===== config.mk =====
export PLATFORM = sky130hd
export DESIGN_NAME = compacting_list_search_delete_unit
export DESIGN_NICKNAME = d
export VERILOG_FILES = /design/src/rtl/clsd_pkg.sv /design/src/rtl/clsd_cell.sv /design/src/rtl/compacting_list_search_delete_unit.sv
export SDC_FILE = /design/constraint.sdc
export NUM_CORES = 1
export LEC_CHECK = 0
export ABC_AREA = 1
export ABC_CLOCK_PERIOD_IN_PS = 18600
export BUFFER_PORTS_ARGS = -buffer_cell sky130_fd_sc_hd__buf_2
export CAP_MARGIN = 40
export CELL_PAD_IN_SITES_DETAIL_PLACEMENT = 0
export CELL_PAD_IN_SITES_GLOBAL_PLACEMENT = 1
export CORE_AREA = 2 2 251 303
export DETAILED_ROUTE_END_ITERATION = 7
export DIE_AREA = 0 0 253 305
export PLACE_DENSITY_LB_ADDON = 0.1
export SKIP_LAST_GASP = 1
export SYNTH_ARGS = -nofsm -noshare
export SYNTH_HDL_FRONTEND = slang
export SYNTH_HIERARCHICAL = 1
export SYNTH_SLANG_ARGS = --single-unit
export TNS_END_PERCENT = 5

===== constraint.sdc =====
create_clock -name clk -period 18.6 [get_ports clk]
set_input_delay 3.72 -clock clk [delete_from_list [all_inputs] [get_ports clk]]
set_output_delay 3.72 -clock clk [all_outputs]
set_load 0.01 [all_outputs]

===== src/rtl/clsd_pkg.sv =====
`timescale 1ns / 1ps
package clsd_pkg;

  localparam logic [1:0] CMD_INSERT = 2'd0;
  localparam logic [1:0] CMD_SEARCH = 2'd1;
  localparam logic [1:0] CMD_DELETE = 2'd2;

  localparam logic [1:0] ST_OK       = 2'd0;
  localparam logic [1:0] ST_NOTFOUND = 2'd1;
  localparam logic [1:0] ST_FULL     = 2'd2;

  typedef struct packed {
    logic [1:0]         cmd;
    logic signed [31:0] value;
  } in_item_t;

  typedef struct packed {
    logic [1:0] status;
    logic [3:0] position;
    logic [4:0] entry_count;
  } out_item_t;

  typedef enum logic [1:0] {
    S_IDLE,
    S_CMP,
    S_COMMIT
  } state_t;

  typedef struct packed {
    logic compare;
    logic insert_wr;
    logic delete_go;
  } cell_ctrl_t;

endpackage


===== src/rtl/clsd_cell.sv =====
`timescale 1ns / 1ps
module clsd_cell (
  input  logic                clk,
  input  logic                rst_n,
  input  clsd_pkg::cell_ctrl_t ctrl,
  input  logic signed [31:0]  key,
  input  logic                occupied,
  input  logic                tail,
  input  logic                seen_in,
  input  logic signed [31:0]  next_entry,
  output logic                seen_out,
  output logic                first,
  output logic signed [31:0]  entry
);
  import clsd_pkg::*;

  logic signed [31:0] entry_r;
  logic               match_r;

  assign seen_out = seen_in | match_r;
  assign first    = match_r & ~seen_in;
  assign entry    = entry_r;

  always_ff @(posedge clk) begin
    if (!rst_n) begin
      match_r <= 1'b0;
    end else if (ctrl.compare) begin
      match_r <= occupied && (entry_r == key);
    end
  end

  always_ff @(posedge clk) begin
    if (ctrl.insert_wr && tail) begin
      entry_r <= key;
    end else if (ctrl.delete_go && seen_out) begin
      entry_r <= next_entry;
    end
  end

endmodule


===== src/rtl/compacting_list_search_delete_unit.sv =====
`timescale 1ns / 1ps
// Each item passes through the compare state and the commit state of the cell chain;
// the result is written to the output register on commit. A new item is accepted in
// the commit state of the last one; a stalled output holds both the commit and the input.
// Reset: synchronous, active low; clears the entry count, the handshake state and
// the match bits. Stored entries are not cleared and need no clearing pass.
module compacting_list_search_delete_unit #(
  parameter int DEPTH = 16
) (
  input  logic                clk,
  input  logic                rst_n,
  input  logic                in_valid,
  output logic                in_stall,
  input  clsd_pkg::in_item_t  in_data,
  output logic                out_valid,
  input  logic                out_stall,
  output clsd_pkg::out_item_t out_data
);
  import clsd_pkg::*;

  localparam int CW = $clog2(DEPTH + 1);
  localparam int IW = (DEPTH > 1) ? $clog2(DEPTH) : 1;
  localparam int PW = (IW > 4) ? IW : 4;
  localparam int EW = (CW > 5) ? CW : 5;

  state_t             state_r, state_nxt;
  logic [CW-1:0]      used_r, used_nxt;
  logic [1:0]         cmd_r;
  logic signed [31:0] key_r;
  logic               out_valid_r;
  out_item_t          out_data_r;

  logic               can_commit, commit, accept, found, full;
  cell_ctrl_t         ctrl;
  logic [DEPTH:0]     seen;
  logic [DEPTH-1:0]   first;
  logic signed [31:0] entry_w [DEPTH];
  logic [PW-1:0]      pos_w;
  logic [EW-1:0]      cnt_w;
  logic [1:0]         status_w;

  assign can_commit = !out_valid_r || !out_stall;
  assign accept     = in_valid && !in_stall;
  assign found      = seen[DEPTH];
  assign full       = (used_r == CW'(DEPTH));
  assign seen[0]    = 1'b0;

  always_comb begin
    state_nxt = state_r;
    unique case (state_r)
      S_IDLE:   if (in_valid) state_nxt = S_CMP;
      S_CMP:    state_nxt = S_COMMIT;
      S_COMMIT: if (can_commit) state_nxt = in_valid ? S_CMP : S_IDLE;
      default:  state_nxt = S_IDLE;
    endcase
  end

  always_comb begin
    in_stall       = 1'b1;
    commit         = 1'b0;
    ctrl.compare   = 1'b0;
    unique case (state_r)
      S_IDLE:   in_stall = 1'b0;
      S_CMP:    ctrl.compare = 1'b1;
      S_COMMIT: begin
        in_stall = !can_commit;
        commit   = can_commit;
      end
      default:  in_stall = 1'b1;
    endcase
    ctrl.insert_wr = commit && (cmd_r == CMD_INSERT) && !full;
    ctrl.delete_go = commit && (cmd_r == CMD_DELETE) && found;
  end

  genvar g;
  generate
    for (g = 0; g < DEPTH; g++) begin : g_cell
      logic signed [31:0] nxt_e;
      if (g == DEPTH - 1) begin : g_last
        assign nxt_e = entry_w[g];
      end else begin : g_mid
        assign nxt_e = entry_w[g+1];
      end
      clsd_cell u_cell (
        .clk        (clk),
        .rst_n      (rst_n),
        .ctrl       (ctrl),
        .key        (key_r),
        .occupied   (CW'(g) < used_r),
        .tail       (CW'(g) == used_r),
        .seen_in    (seen[g]),
        .next_entry (nxt_e),
        .seen_out   (seen[g+1]),
        .first      (first[g]),
        .entry      (entry_w[g])
      );
    end
  endgenerate

  always_comb begin
    pos_w = '0;
    for (int i = 0; i < DEPTH; i++) begin
      pos_w = pos_w | (first[i] ? PW'(i) : PW'(0));
    end
  end

  always_comb begin
    used_nxt = used_r;
    status_w = ST_OK;
    case (cmd_r)
      CMD_INSERT: begin
        if (full) status_w = ST_FULL;
        else      used_nxt = used_r + CW'(1);
      end
      CMD_SEARCH: if (!found) status_w = ST_NOTFOUND;
      CMD_DELETE: begin
        if (!found) status_w = ST_NOTFOUND;
        else        used_nxt = used_r - CW'(1);
      end
      default: status_w = ST_OK;
    endcase
    cnt_w = EW'(used_nxt);
  end

  always_ff @(posedge clk) begin
    if (!rst_n) begin
      state_r     <= S_IDLE;
      used_r      <= '0;
      out_valid_r <= 1'b0;
    end else begin
      state_r <= state_nxt;
      if (commit) begin
        used_r      <= used_nxt;
        out_valid_r <= 1'b1;
      end else if (!out_stall) begin
        out_valid_r <= 1'b0;
      end
    end
  end

  always_ff @(posedge clk) begin
    if (accept) begin
      cmd_r <= in_data.cmd;
      key_r <= in_data.value;
    end
    if (commit) begin
      out_data_r.status      <= status_w;
      out_data_r.position    <= (status_w == ST_OK && (cmd_r == CMD_SEARCH ||
                                 cmd_r == CMD_DELETE)) ? pos_w[3:0] : 4'd0;
      out_data_r.entry_count <= cnt_w[4:0];
    end
  end

  assign out_valid = out_valid_r;
  assign out_data  = out_data_r;

  a_count_bound: assert property (@(posedge clk) disable iff (!rst_n)
    used_r <= CW'(DEPTH))
    else $error("entry count exceeds depth");

  a_result_from_commit: assert property (@(posedge clk) disable iff (!rst_n)
    $rose(out_valid_r) |-> $past(state_r) == S_COMMIT)
    else $error("result appeared without a commit cycle");

  a_cmp_then_commit: assert property (@(posedge clk) disable iff (!rst_n)
    state_r == S_CMP |=> state_r == S_COMMIT)
    else $error("compare cycle not followed by commit");

  a_accept_to_cmp: assert property (@(posedge clk) disable iff (!rst_n)
    accept |=> state_r == S_CMP)
    else $error("accepted transfer did not start a compare");

endmodule

# After elaboration in Yosys (flattened, before gate mapping)
# Index checks and enable logic that the tools add are counted.
classes:
  add_sub_neg: 2
  n_lt_le_gt_ge: 16
  eq_ne: 39
  n_mux: 60
  n_bitwise: 59
  n_reduce_logical: 81
op_table:
  columns: ["operator", "count"]
  rows:
  - ["two-way mux 32 bit", 30]
  - ["== test 32 bit", 16]
  - ["logical AND 1 bit", 53]
  - ["== test 4 x 5 -> 1 bit, first input constant", 8]
  - ["less-than comparator 4 x 5 -> 1 bit, first input constant", 8]
  - ["two-way mux 4 bit", 8]
  - ["nonzero test 2 bit", 15]
  - ["OR 4 bit", 7]
  - ["== test 3 x 5 -> 1 bit, first input constant", 4]
  - ["less-than comparator 3 x 5 -> 1 bit, first input constant", 4]
  - ["bitwise AND 1 bit", 15]
  - ["NOT 1 bit", 15]
  - ["OR 1 bit", 15]
  - ["two-way mux 3 bit", 4]
  - ["== test 2 x 5 -> 1 bit, first input constant", 2]
  - ["less-than comparator 1 x 5 -> 1 bit, first input constant", 2]
  - ["less-than comparator 2 x 5 -> 1 bit, first input constant", 2]
  - ["two-way mux 2 bit", 5]
  - ["two-way mux 5 bit", 2]
  - ["one-hot mux 5 bit (2 select lines)", 1]
  - ["OR 3 bit", 3]
  - ["two-way mux 1 bit", 7]
  - ["logical NOT 2 bit", 3]
  - ["one-hot mux 2 bit (3 select lines)", 1]
  - ["other kinds (19)", 27]
word_totals:
  regBits: 581
  out_inout_bits: 13
  wordCells: 297

# Logic depth before layout (Yosys ltp)
logic_depth:
  ltp_word: 19
  mapped_depth: 24
  depth_no_buf: 24

# By module
# Netlist, hierarchy kept.
by_module_without_submodules:
  columns: ["mod", "instances", "cells_per_inst", "area_each_um2", "seq_area_each_um2"]
  rows:
  - ["clsd_cell", 16, 223, 1921.8, 980.9]
  - ["compacting_list_search_delete_unit", 1, 227, 2362.3, 1511.4]

# Least setup slack after synthesis
# No wires, ideal clock.
synth_path:
  path_kind: "input -> output"
  from: "input port out_stall"
  to: "output port in_stall"
  arrival_ns: 4.189
  required_ns: 14.880
  path_slack_ns: 10.691
  cell_stages: 2
  n_path_buf: 0
  path_cell_list: "nand2_1 > o21ai_0"
synth_via:
  elab_chain_len: 4
synth_lines:
  columns: ["item", "line", "rtl"]
  rows:
  - ["start: declaration", "compacting_list_search_delete_unit.sv:16", "input logic out_stall,"]
  - ["logical NOT 1 bit", null, null]
  - ["logical OR 1 bit", "compacting_list_search_delete_unit.sv:42", "assign can_commit = !out_valid_r || !out_stall;"]
  - ["logical NOT 1 bit", "compacting_list_search_delete_unit.sv:66", "in_stall = !can_commit;"]
  - ["one-hot mux 1 bit (2 select lines)", "compacting_list_search_delete_unit.sv:62", "unique case (state_r)"]
  - ["end: declaration", "compacting_list_search_delete_unit.sv:13", "output logic in_stall,"]
# Every way passes these cells.

# Worst setup path in the final report
# Ends and elaborated chain as after synthesis.

==> out/results.ini <==
[timing]
max_freq_ghz=0.121
relSlewSlack_pct=42.8
setup_viol=0
rsz0062_at_grt=no
finClkSkew_ns=0.0286
slew_viol_final=0
tns_ns=0
hold_viol=0
post-route-period-util_pct=44.5
tightest_slew_ns=0.855
period_minus_slack_ns=8.28
holdWs_ns=0.528

[global_route]
grt_pass1_wl_mm=112
first_global_vias=22400
antenna_found_initial=0
grt_overflow=0
grt_max_degree=53
grt_usage_pct=18.0

[power_and_ir_drop]
clkPwrFrac_pct=42.8
p_comb_share_pct=6.2
p_leak_nw=15.9
power_density_mw_per_mm2=76.6
switchingPower_mw=0.649
irDropWorstVdd_mv=0.0790
swShare_pct=23.0
p_int_mw=2.17
p_seq_share_pct=51.0

[placement]
port_buffers=50
dp_hpwl_mm=51.2
place.gp.congestion=0.818
dpl-instance-area_mm2=0.0348
placed_cells=4774

[route]
drc=0
first_pass_iters=6
wl_met1_mm=30.2
drt_iter0_markers=1166
met2_length_mm=34.7
top_layer_used=met4
routedWlPerCell_um=14.0
viasPerCell=4.65
wl_mm=68.5
postRouteAntennaNets=0
vias=22800
routed-wl-met3_mm=1.84

[worst_setup_path]
crit_type=primary input to primary output
required_ns=14.88
critPathMaxFanout=3
start_kind=primary input
reg2reg_slack_ns=11.77
cp_data_arrival_time_ns=4.56
end_kind=primary output

[clocking]
clk_pin_slew_ns=0.06
cts_max_level=3
cts_root_buf=clkbuf_16
clock_latency_ns=0.61
clock-sinks=581
numCtsBuffers=67
cts_post_setup_buffers_inserted=0
holdBufCountCts=0
ctsResizeCount=0
clk_path_buf_depth=3
tritoncts=built

[synthesis]
ys_warn_count=6
synth_nets=3840
netlist_instances=3794
syn_avg_cell_area_um2=8.73
syn-cell-area_mm2=0.0331

[cells_and_area]
syn_to_final_growth_pct=11.1
final_cell_area_mm2=0.0368
multiInputGateArea_mm2=0.0132
final-instance-count-excl-fill=4892
layout-drive-gt1-share_pct=14.0
final_cell_mix=nand2_1, inv_1, edfxtp_1
utilization_pct=49.5
layout_commonest_cell=nand2_1
num-nets-final=3937
regArea_mm2=0.0172
nFillCells=7271
antenna_cells=0

[floorplanning]
fp.dieArea_mm2=0.0772
rows=110
start_util_pct=44.5
ios=51
coreArea_mm2=0.0743
die_h_um=305
fp.dieW_um=253

[status]
status=completed

[run]
drv_cap=0

[min_path]
hold_path_class=register to register

[path summary, 6_finish.rpt]
kind	endpoint	from	cells past startpoint
worst max-delay path	in_stall	out_stall	4
worst min-delay path	g_cell[0].u_cell/match_r$_SDFFE_PN0P_	g_cell[0].u_cell/match_r$_SDFFE_PN0P_	3
worst max register to register	g_cell[6].u_cell/entry[11]$_DFFE_PP_	g_cell[0].u_cell/match_r$_SDFFE_PN0P_	22
worst min register to register	g_cell[0].u_cell/match_r$_SDFFE_PN0P_	g_cell[0].u_cell/match_r$_SDFFE_PN0P_	3
[registers in the layout (all words and copies together), names as in the netlist]
name / count
used_r: 5
g_cell.u_cell/entry: 512
cmd_r: 2
state_r: 2
out_data: 11
g_cell.u_cell/match_r: 16
key_r: 32
out_valid: 1
[critical path, stage by stage]
cell and delay [ns]:
buf_2 0.12, nand2_1 0.09, o21ai_0 0.42, buf_2 0.22
[per-layer routing]
metal	track usage [%]	vias to the layer above
met2	32.7	238
met1	22.0	10000
li1	-	12400
met3	2.28	91
met4	5.82	0
met5	0	-
[per-stage QoR]
step	worst slack, ns	total power, mW
global route	10.22	2.94
detailed placement	10.31	1.64
finish	10.32	2.82
CTS	10.31	2.87
floorplan	10.69	1.58
global placement	10.31	1.63
[final cells by class]
type	instances	share of cell area (%)
timing repair buffer	113	2.40
multi-input combinational	2504	35.9
tap	952	3.24
inverter	624	6.37
clock inverter	27	0.408
sequential	581	46.8
clock buffer	91	4.92
[power by group through the flow]
stage,clock network [mW],registers (mW),logic (mW)
2_1_floorplan,0,1.48,0.102
3_3_place_gp,0,1.47,0.165
3_5_place_dp,0,1.46,0.178
4_1_cts,1.25,1.44,0.179
5_1_grt,1.30,1.44,0.203
6_report,1.21,1.44,0.176
No activity file was read; power rests on OpenSTA's default activity.
